==> src/rtl/double_ended_queue_assert.svh <==
// Assertion macros for the double-ended queue.
`ifndef DOUBLE_ENDED_QUEUE_ASSERT_SVH
`define DOUBLE_ENDED_QUEUE_ASSERT_SVH

`ifndef NO_ASSERTIONS

// same-cycle implication
`define DEQ_ASSERT_NOW(label, clk, rst_n, ante, cons) \
	label: assert property (@(posedge clk) disable iff (!rst_n) (ante) |-> (cons)) \
		else $error("deque check failed");

// next-cycle implication
`define DEQ_ASSERT_NEXT(label, clk, rst_n, ante, cons) \
	label: assert property (@(posedge clk) disable iff (!rst_n) (ante) |=> (cons)) \
		else $error("deque check failed");

`else

`define DEQ_ASSERT_NOW(label, clk, rst_n, ante, cons)
`define DEQ_ASSERT_NEXT(label, clk, rst_n, ante, cons)

`endif

`endif

==> src/rtl/deq_pkg.sv <==
package deq_pkg;

	localparam logic [2:0] REQ_PUSH_BACK  = 3'd0;
	localparam logic [2:0] REQ_PUSH_FRONT = 3'd1;
	localparam logic [2:0] REQ_POP_BACK   = 3'd2;
	localparam logic [2:0] REQ_POP_FRONT  = 3'd3;
	localparam logic [2:0] REQ_REVERSE    = 3'd4;

	localparam logic [1:0] FAULT_OK    = 2'd0;
	localparam logic [1:0] FAULT_EMPTY = 2'd1;
	localparam logic [1:0] FAULT_FULL  = 2'd2;

	// per-cycle command broadcast to every cell
	typedef struct packed {
		logic grow;     // one entry more: occupancy takes the left neighbour's
		logic shrink;   // one entry less: occupancy takes the right neighbour's
		logic shift_r;  // insert at the physical start
		logic shift_l;  // remove at the physical start
		logic put_end;  // append at the physical end
	} deq_cmd_t;

endpackage

==> src/rtl/deq_cell.sv <==
module deq_cell #(
	parameter int DATA_WIDTH = 32
) (
	input  logic                  clk,
	input  logic                  arst_n,
	input  deq_pkg::deq_cmd_t     cmd,
	input  logic [DATA_WIDTH-1:0] push_value,
	input  logic [DATA_WIDTH-1:0] left_data,
	input  logic                  left_occ,
	input  logic [DATA_WIDTH-1:0] right_data,
	input  logic                  right_occ,
	output logic [DATA_WIDTH-1:0] data,
	output logic                  occ,
	output logic [DATA_WIDTH-1:0] tail_data
);
	import deq_pkg::*;

	logic [DATA_WIDTH-1:0] data_q;
	logic                  occ_q;

	always_ff @(posedge clk) begin
		if (cmd.shift_r) begin
			data_q <= left_data;
		end else if (cmd.shift_l) begin
			data_q <= right_data;
		end else if (cmd.put_end && left_occ && !occ_q) begin
			// first free cell takes the appended item
			data_q <= push_value;
		end
	end

	always_ff @(posedge clk or negedge arst_n) begin
		if (!arst_n) begin
			occ_q <= 1'b0;
		end else if (cmd.grow) begin
			occ_q <= left_occ;
		end else if (cmd.shrink) begin
			occ_q <= right_occ;
		end
	end

	assign data      = data_q;
	assign occ       = occ_q;
	assign tail_data = (occ_q && !right_occ) ? data_q : '0;

endmodule

==> src/rtl/double_ended_queue.sv <==
// channel | direction | handshake         | fields
// in      | into      | in_valid/in_stall | req_type, item_value
// out     | out of    | out_valid/out_stall | popped_value, fault, entry_count, is_empty
//
// One request per cycle while the result register drains; a request is taken
// in the same cycle as the result before it leaves. Its result is registered and shows in the next cycle.
// Entries sit packed from cell 0 of a row of DEPTH cells; a start-end push or pop
// shifts the whole row one place, an end push or pop touches only the boundary cell.
// Reset clears the occupancy flags, the count and the orientation; slot data is not reset.
// in_stall is high while a result is held and out_stall is high.
module double_ended_queue #(
	parameter int DEPTH      = 16,
	parameter int DATA_WIDTH = 32
) (
	input  logic                         clk,
	input  logic                         arst_n,
	input  logic                         in_valid,
	output logic                         in_stall,
	input  logic [2:0]                   req_type,
	input  logic [DATA_WIDTH-1:0]        item_value,
	output logic                         out_valid,
	input  logic                         out_stall,
	output logic [DATA_WIDTH-1:0]        popped_value,
	output logic [1:0]                   fault,
	output logic [$clog2(DEPTH+1)-1:0]   entry_count,
	output logic                         is_empty
);
	import deq_pkg::*;

	localparam int CNT_W = $clog2(DEPTH + 1);

	logic [DATA_WIDTH-1:0] cell_data [DEPTH];
	logic [DATA_WIDTH-1:0] cell_tail [DEPTH];
	logic [DEPTH-1:0]      occ;

	logic [CNT_W-1:0]      count_q;
	logic [CNT_W-1:0]      count_nxt;
	logic                  flipped_q;
	logic                  out_valid_q;
	logic [DATA_WIDTH-1:0] popped_q;
	logic [1:0]            fault_q;
	logic [CNT_W-1:0]      count_out_q;
	logic                  empty_out_q;

	logic                  acc;
	logic                  is_push;
	logic                  is_pop;
	logic                  at_start;
	logic                  full;
	logic                  empty;
	logic                  do_push;
	logic                  do_pop;
	deq_cmd_t              cmd;
	logic [DATA_WIDTH-1:0] tail_sel;
	logic [DATA_WIDTH-1:0] popped_nxt;
	logic [1:0]            fault_nxt;

	assign in_stall = out_valid_q && out_stall;
	assign acc      = in_valid && !in_stall;

	assign is_push  = (req_type == REQ_PUSH_BACK) || (req_type == REQ_PUSH_FRONT);
	assign is_pop   = (req_type == REQ_POP_BACK) || (req_type == REQ_POP_FRONT);
	// logical front maps to the physical start unless reversed
	assign at_start = ((req_type == REQ_PUSH_FRONT) || (req_type == REQ_POP_FRONT)) ^ flipped_q;
	assign full     = occ[DEPTH-1];
	assign empty    = !occ[0];
	assign do_push  = acc && is_push && !full;
	assign do_pop   = acc && is_pop && !empty;

	always_comb begin
		cmd.grow    = do_push;
		cmd.shrink  = do_pop;
		cmd.shift_r = do_push && at_start;
		cmd.put_end = do_push && !at_start;
		cmd.shift_l = do_pop && at_start;
	end

	genvar gi;
	generate
		for (gi = 0; gi < DEPTH; gi++) begin : g_cell
			logic [DATA_WIDTH-1:0] l_data;
			logic                  l_occ;
			logic [DATA_WIDTH-1:0] r_data;
			logic                  r_occ;

			if (gi == 0) begin : g_first
				assign l_data = item_value;
				assign l_occ  = 1'b1;
			end else begin : g_mid_l
				assign l_data = cell_data[gi-1];
				assign l_occ  = occ[gi-1];
			end

			if (gi == DEPTH - 1) begin : g_last
				assign r_data = cell_data[gi];
				assign r_occ  = 1'b0;
			end else begin : g_mid_r
				assign r_data = cell_data[gi+1];
				assign r_occ  = occ[gi+1];
			end

			deq_cell #(
				.DATA_WIDTH(DATA_WIDTH)
			) u_cell (
				.clk        (clk),
				.arst_n     (arst_n),
				.cmd        (cmd),
				.push_value (item_value),
				.left_data  (l_data),
				.left_occ   (l_occ),
				.right_data (r_data),
				.right_occ  (r_occ),
				.data       (cell_data[gi]),
				.occ        (occ[gi]),
				.tail_data  (cell_tail[gi])
			);
		end
	endgenerate

	// only the last occupied cell drives a non-zero tail
	always_comb begin
		tail_sel = '0;
		for (int i = 0; i < DEPTH; i++) begin
			tail_sel = tail_sel | cell_tail[i];
		end
	end

	always_comb begin
		count_nxt  = count_q;
		popped_nxt = '0;
		fault_nxt  = FAULT_OK;
		if (do_push) begin
			count_nxt = count_q + 1'b1;
		end else if (do_pop) begin
			count_nxt  = count_q - 1'b1;
			popped_nxt = at_start ? cell_data[0] : tail_sel;
		end
		if (is_push && full) begin
			fault_nxt = FAULT_FULL;
		end else if (is_pop && empty) begin
			fault_nxt = FAULT_EMPTY;
		end
	end

	always_ff @(posedge clk or negedge arst_n) begin
		if (!arst_n) begin
			count_q     <= '0;
			flipped_q   <= 1'b0;
			out_valid_q <= 1'b0;
		end else begin
			if (acc) begin
				count_q     <= count_nxt;
				out_valid_q <= 1'b1;
				if (req_type == REQ_REVERSE) begin
					flipped_q <= !flipped_q;
				end
			end else if (!out_stall) begin
				out_valid_q <= 1'b0;
			end
		end
	end

	always_ff @(posedge clk) begin
		if (acc) begin
			popped_q    <= popped_nxt;
			fault_q     <= fault_nxt;
			count_out_q <= count_nxt;
			empty_out_q <= (count_nxt == '0);
		end
	end

	assign out_valid    = out_valid_q;
	assign popped_value = popped_q;
	assign fault        = fault_q;
	assign entry_count  = count_out_q;
	assign is_empty     = empty_out_q;

	`include "double_ended_queue_assert.svh"

	`DEQ_ASSERT_NOW(a_occ_matches_count, clk, arst_n, 1'b1, occ[0] == (count_q != '0))
	`DEQ_ASSERT_NOW(a_occ_thermometer, clk, arst_n, 1'b1, (occ & (occ + 1'b1)) == '0)
	`DEQ_ASSERT_NEXT(a_full_push_refused, clk, arst_n, acc && is_push && full, (fault == FAULT_FULL) && $stable(count_q))
	`DEQ_ASSERT_NEXT(a_empty_pop_zero, clk, arst_n, acc && is_pop && empty, (fault == FAULT_EMPTY) && (popped_value == '0))

endmodule
==> config.mk <==
export PLATFORM = sky130hd
export DESIGN_NAME = double_ended_queue
export DESIGN_NICKNAME = d
export VERILOG_FILES = /design/src/rtl/deq_pkg.sv /design/src/rtl/deq_cell.sv /design/src/rtl/double_ended_queue.sv
export VERILOG_INCLUDE_DIRS = /design/src /design/src/rtl
export SDC_FILE = /design/constraint.sdc
export NUM_CORES = 1
export LEC_CHECK = 0
export ABC_AREA = 0
export CORE_MARGIN = 2
export CORE_UTILIZATION = 40
export CTS_BUF_LIST = sky130_fd_sc_hd__clkbuf_16
export DETAILED_ROUTE_END_ITERATION = 10
export DONT_BUFFER_PORTS = 1
export PLACE_DENSITY = 0.6
export RECOVER_POWER = 100
export SKIP_LAST_GASP = 1
export SLEW_MARGIN = 15
export SYNTH_ARGS = -nofsm -noshare
export SYNTH_HDL_FRONTEND = slang
export SYNTH_SLANG_ARGS = --single-unit
export TNS_END_PERCENT = 5
==> constraint.sdc <==
create_clock -name clk -period 6.1 [get_ports clk]
set_input_delay 1.22 -clock clk [delete_from_list [all_inputs] [get_ports clk]]
set_output_delay 1.22 -clock clk [all_outputs]
set_load 0.01 [all_outputs]
Yosys cells after proc, flatten, opt, wreduce, memory -nomap -nowiden
Index checks and enable logic that the tools add are counted.
{"block": "totals", "ff_bits": 575, "input_bits": 39, "output_inout_bits": 42}
{"block": "classes", "add_sub_neg": 2, "n_eq_ne": 6, "n_reduce_logical": 101, "mux": 102, "bitwise_logic": 17}
{"cell": "32-bit two-way mux", "count": 65}
{"cell": "32-bit OR", "count": 15}
{"cell": "1-bit logical AND", "count": 57}
{"cell": "3-bit nonzero test", "count": 15}
{"cell": "1-bit two-way mux", "count": 35}
{"cell": "1-bit logical NOT", "count": 19}
{"cell": "5-bit two-way mux", "count": 2}
{"cell": "3-bit by 2-bit == test with 1-bit output, second input constant", "count": 2}
{"cell": "5-bit by 1-bit adder with 5-bit output, second input constant", "count": 1}
{"cell": "5-bit logical NOT", "count": 1}
{"cell": "5-bit by 1-bit subtractor with 5-bit output, second input constant", "count": 1}
{"cell": "2-bit by 1-bit != test with 1-bit output, second input constant", "count": 2}
{"cell": "2-bit AND reduction", "count": 2}
{"cell": "2-bit nonzero test", "count": 2}
{"cell": "3-bit by 1-bit == test with 1-bit output, second input constant", "count": 1}
{"cell": "3-bit == test, second input constant", "count": 1}
{"cell": "3-bit logical NOT", "count": 1}
{"cell": "1-bit logical OR", "count": 3}
{"cell": "2-bit OR reduction", "count": 1}
{"cell": "1-bit inverter", "count": 1}
{"cell": "1-bit XOR", "count": 1}

Logic depth before layout (Yosys ltp)
{"block": "depth", "word_depth": 19, "depth_mapped": 8}

Modules after synthesis
Synthesis repeated with hierarchy kept, for this count alone.
{"block": "hier_totals", "cells_unflattened": 3245, "hier_area_um2": 34423.0}
{"module": "deq_cell", "area_each_um2": 1951.9, "n_inst": 16, "seq_area_each_um2": 985.9, "cells_per_inst": 182}
{"module": "double_ended_queue", "area_each_um2": 3193.1, "n_inst": 1, "seq_area_each_um2": 1376.3, "cells_per_inst": 333}

Worst setup path before layout
Ideal clock, no wire load.
{"block": "synth_timing", "path_kind": "in2reg", "startpoint": "input in_valid", "endpoint": "register g_cell[0].u_cell.data_q[0], enable pin", "arrival_time_ns": 4.606, "setup_ns": 0.432, "stages": 6, "required_ns": 5.668, "setup_slack_ns": 1.062, "n_path_buf": 2, "cell_sequence": "a21boi_4 -> and4b_1 -> clkbuf_1 -> nor2_1 -> clkbuf_1 -> a21oi_1"}
{"block": "synth_via", "elab_chain_cells": 6, "word_cells_on_any_way": 10, "classes_between": "reduce/logical (10)"}
{"element": "start: declaration", "line_no": "double_ended_queue.sv:17", "source": "input logic in_valid,"}
{"element": "1-bit logical AND (*)", "line_no": "double_ended_queue.sv:59", "source": "assign acc = in_valid && !in_stall;"}
{"element": "1-bit logical AND (2 in a row)", "line_no": "double_ended_queue.sv:67", "source": "assign do_push = acc && is_push && !full;"}
{"element": "1-bit logical AND", "line_no": "double_ended_queue.sv:74", "source": "cmd.put_end = do_push && !at_start;"}
{"element": "1-bit logical AND", "line_no": "deq_cell.sv:26", "source": "end else if (cmd.put_end && left_occ && !occ_q) begin"}
{"element": "3-bit nonzero test (no line) (*)"}
{"element": "end signal: assignment", "line_no": "deq_cell.sv:23", "source": "data_q <= left_data;"}
{"element": "end signal: assignment", "line_no": "deq_cell.sv:25", "source": "data_q <= right_data;"}
{"element": "end signal: assignment", "line_no": "deq_cell.sv:28", "source": "data_q <= push_value;"}
{"element": "end: declaration", "line_no": "deq_cell.sv:18", "source": "logic [DATA_WIDTH-1:0] data_q;"}
Every way passes the cells marked *; elsewhere a longest branch is shown, timed or not.
A chain may end at the register's enable or synchronous reset.

Worst setup path in the final report
{"block": "layout_timing", "startpoint": "input in_valid", "endpoint": "register g_cell[11].u_cell.data_q[26], data pin"}
{"block": "layout_via", "elab_chain_cells": 6, "word_cells_on_any_way": 9, "classes_between": "mux (2); reduce/logical (7)"}
{"element": "1-bit logical AND (*)", "line_no": "double_ended_queue.sv:59"}
{"element": "1-bit logical AND (2 in a row)", "line_no": "double_ended_queue.sv:68", "source": "assign do_pop = acc && is_pop && !empty;"}
{"element": "1-bit logical AND", "line_no": "double_ended_queue.sv:75", "source": "cmd.shift_l = do_pop && at_start;"}
{"element": "32-bit two-way mux", "line_no": "deq_cell.sv:24", "source": "end else if (cmd.shift_l) begin"}
{"element": "32-bit two-way mux (*)", "line_no": "deq_cell.sv:22", "source": "if (cmd.shift_r) begin"}
{"element": "end signal: assignment", "line_no": "deq_cell.sv:23"}
{"element": "end signal: assignment", "line_no": "deq_cell.sv:25"}
{"element": "end signal: assignment", "line_no": "deq_cell.sv:28"}
{"element": "end: declaration", "line_no": "deq_cell.sv:18"}
Marks and branches as above.

==> summary.md <==
| Metric | Value |
|---|---|
| Max-slew violation count | between 150 and 200 |
| Synth cell count leaders | edfxtp_1, a221o_1, nand2_1, buf_2, a22oi_1 |
| Gr ovfl total | 0 |
| WP data arrival | 5.56 ns |
| Largest net degree at the start of global routing | 125 |
| Yosys reg bits | 575 |
| Top area cells in the synthesized netlist | edfxtp_1, a221o_1, a22oi_1 |
| PostCTS Resize Cnt | 0 |
| Worst clock skew | roughly 0.028 ns |
| Core Box Area | 68600 um2 |
| DP Wirelength | around 56000 um |
| Routed WL per cell | 34.0 um |
| DRC viols | 0 |
| Maximum clock frequency | 0.197 GHz |
| Post-layout utilization of the core | 44.6% |
| CTS HTree Levels | 2 |
| CTS Hold Bufs | 0 |
| CTS root buf | clkbuf_16 |
| Post-synthesis compound-gate area fraction | 25.3% |
| Slew headroom | -85.5% |
| Gp weighted congestion | 0.856 |
| Yosys warning count | 0 |
| Post-DP Area | roughly 29000 um2 |
| Critical path capture point type | flip-flop |
| Die Ht | approximately 270 um |
| Pre-CTS setup slack | 1.48 ns |
| Most common cell in the netlist | edfxtp_1 |
| Drt first-iter violations | around 3600 |
| Part of the power in registers | between 40% and 50% |
| CTS tree | yes |
| Drt first pass iters | 6 |
| Status | finished with violations |
| Crit Path Category | in2reg |
| Setup bufs post-CTS | 0 |
| Worst min path class | in2async |
| Synth async-reset ratio | roughly 4.0% |
| Final setup TNS | 0 ns |
| RSZ-0062 raised after global routing | no |
| Synth Area in XOR/XNOR | 0.415% |
| # port buffers | 0 |
| Mapped Area | 27800 um2 |
| Worst skew pair latency | 0.66 ns |
| Die W | 267 um |
| Final instance area | around 31000 um2 |
| Psw | 3.39 mW |
| Post-Synthesis Cells | 2014 |
| Reg clk slew, reported paths | 0.06 ns |
| Startpoint types | primary input |
| Simple-Gate Fraction of Synth Area | about 5.9% |
| Via density | around 7.4 |
| Vias | 21400 |
| Ports | 81 |
| Pwr Density | 357 nW/um2 |
| Syn_area_per_cell | 13.8 um2 |
| Power Internal | 7.51 mW |
| Initial core utilization | 40.5% |
| Max Cap Viol | 9 |
| Area added between synthesis and finish | 10.1% |
| Setup Viol. Count Final | 0 |
| Peak VDD IR | around 0.25 mV |
| Num CTS Buffers | 61 |
| Antenna violations before repair | 1 |
| Endpoints failing hold | 0 |
| Slew @ Worst Pin | 2.78 ns |
| Sequential-to-total area share from yosys stat | 61.8% |
| Mux cell area share after synthesis | 2.63% |
| Longest Clk Path Bufs | 3 |
| Clk pwr share | 34.7% |
| Layout cells sized above 1 | between 10% and 20% |
| Power share of the combinational group | 20.7% |
| Pleak | around 9.9 nW |
| Largest family of logic cells by synthesized area | compound AO/OA/AOI/OAI gates |
| Final Cycle Share | 83.1% |
| Violated checks | max-capacitance violations, max-slew violations |
| First-pass GRT wire length | 141000 um |
| GRT Overall Usage | between 20 and 30% |
| Clock period minus worst slack | 5.07 ns |
| Vias in the first global route | 19600 |
| Total chip power | 10.9 mW |
| Ys flop type | edfxtp_1 |
| Mapped Nets | 2055 |
| Final WS setup | 1.03 ns |
| Final wirelength | 99000 um |
| Worst R2R Start | out_valid |
| Net Sw Frac | 31.1% |
| EDFF count, synth | 552 |
| Clk sink count | 575 |
| Synth Area in Adders | 0.0902% |
| Row Count | 96 |
| Post-route ant nets | 0 |
| Die area | 71500 um2 |
| Synth top area share | 59.7% |
| Req. time, crit path | 6.59 ns |
| Crit. Startpoint | in_valid |
| Final #Nets | 1969 |
| Yosys top cell by area | edfxtp_1 |
| Netlist cell types | 54 |
| Peak fanout along the critical path | 75 |
layout by cell type, fill, tap and decap left out, drive strengths merged, types with 9 or more instances in the layout:
cell    synthesis  layout
buf           137      67
nand3           9       9
a222oi          9       9
clkinv          0      33
a221oi         21      21
nor2           17      17
mux2           64      64
clkbuf         98      80
a22o           15      15
nand2         192     192
nor2b          48      48
nor4            9       9
o22ai          63      63
a21oi          33      33
a22oi         111     111
a21o           14      14
inv             2      15
dfrtp          23      23
a221o         475     475
o21ai          31      31
edfxtp        552     552
nand4          20      20
per-stage QoR:
step,hold slack (ns),instances
floorplan,0.467,2014
global placement,0.480,2796
detailed placement,0.482,2796
CTS,0.227,2911
global route,0.235,2911
finish,0.255,2914
flip-flops by register name, summed over array words and instances (netlist names):
register and cells:
entry_count 5, g_cell.u_cell.data 512, flipped_q 1, g_cell.u_cell.occ 16, fault 2, popped_value 32
out_valid 1, count_q 5, is_empty 1
worst paths after layout:
check / slack (ns) / cells past startpoint / end
min in group clk: 0.49 / 1 / count_q[4]
worst min register to register: 0.49 / 1 / count_q[4]
worst min-delay path: 0.26 / 0 / count_q[1]
worst max-delay path: 1.03 / 7 / g_cell[11].u_cell.data[26]
max in group asynchronous: 5.74 / 0 / g_cell[7].u_cell.occ
worst max register to register: 1.13 / 7 / g_cell[11].u_cell.data[26]
kinds of logic (layout without fill, tap and decap cells):
kind of cell	Yosys count	count (layout)
other cells	0	3
mux	65	65
compound gates	793	793
buf+inv	237	203
fa+ha+maj	2	2
flops	575	575
simple gates	331	331
xor+xnor	11	11
power groups by stage:
| stage | Clock (mW) | Sequential [mW] | Combinational, mW |
|---|---|---|---|
| 6_report | 3.79 | 4.86 | 2.26 |
| 5_1_grt | 3.96 | 4.88 | 2.32 |
| 4_1_cts | 3.83 | 4.85 | 2.19 |
| 3_5_place_dp | 0 | 4.93 | 2.18 |
| 3_3_place_gp | 0 | 4.93 | 2.16 |
| 2_1_floorplan | 0 | 4.85 | 1.31 |
per-layer routing:
| metal | vias to the layer above | global-route usage [%] | wire length, um |
|---|---|---|---|
| met2 | 1722 | 40.1 | 43000 |
| met1 | 10900 | 38.2 | 39000 |
| met4 | 2 | 11.1 | 4730 |
| met5 | - | 0 | 18 |
| met3 | 326 | 6.15 | 12200 |
| li1 | 8497 | - | - |
final cells by class:
class	instances	area, um2
fill	6099	38000
tap	931	1160
multi-input combinational	1202	9570
sequential	575	17200
antenna	3	7.51
clock buffer	61	1530
inverter	2	7.51
clock inverter	54	459
timing repair buffer	86	666
critical path: stages:
cell      delay, ns
a21boi_4       0.59
nand4b_1       0.24
clkbuf_1       0.48
nor2_1         1.74
buf_12         0.43
clkbuf_1       0.52
a221o_1        0.29
(Power assumes the default switching activity.)
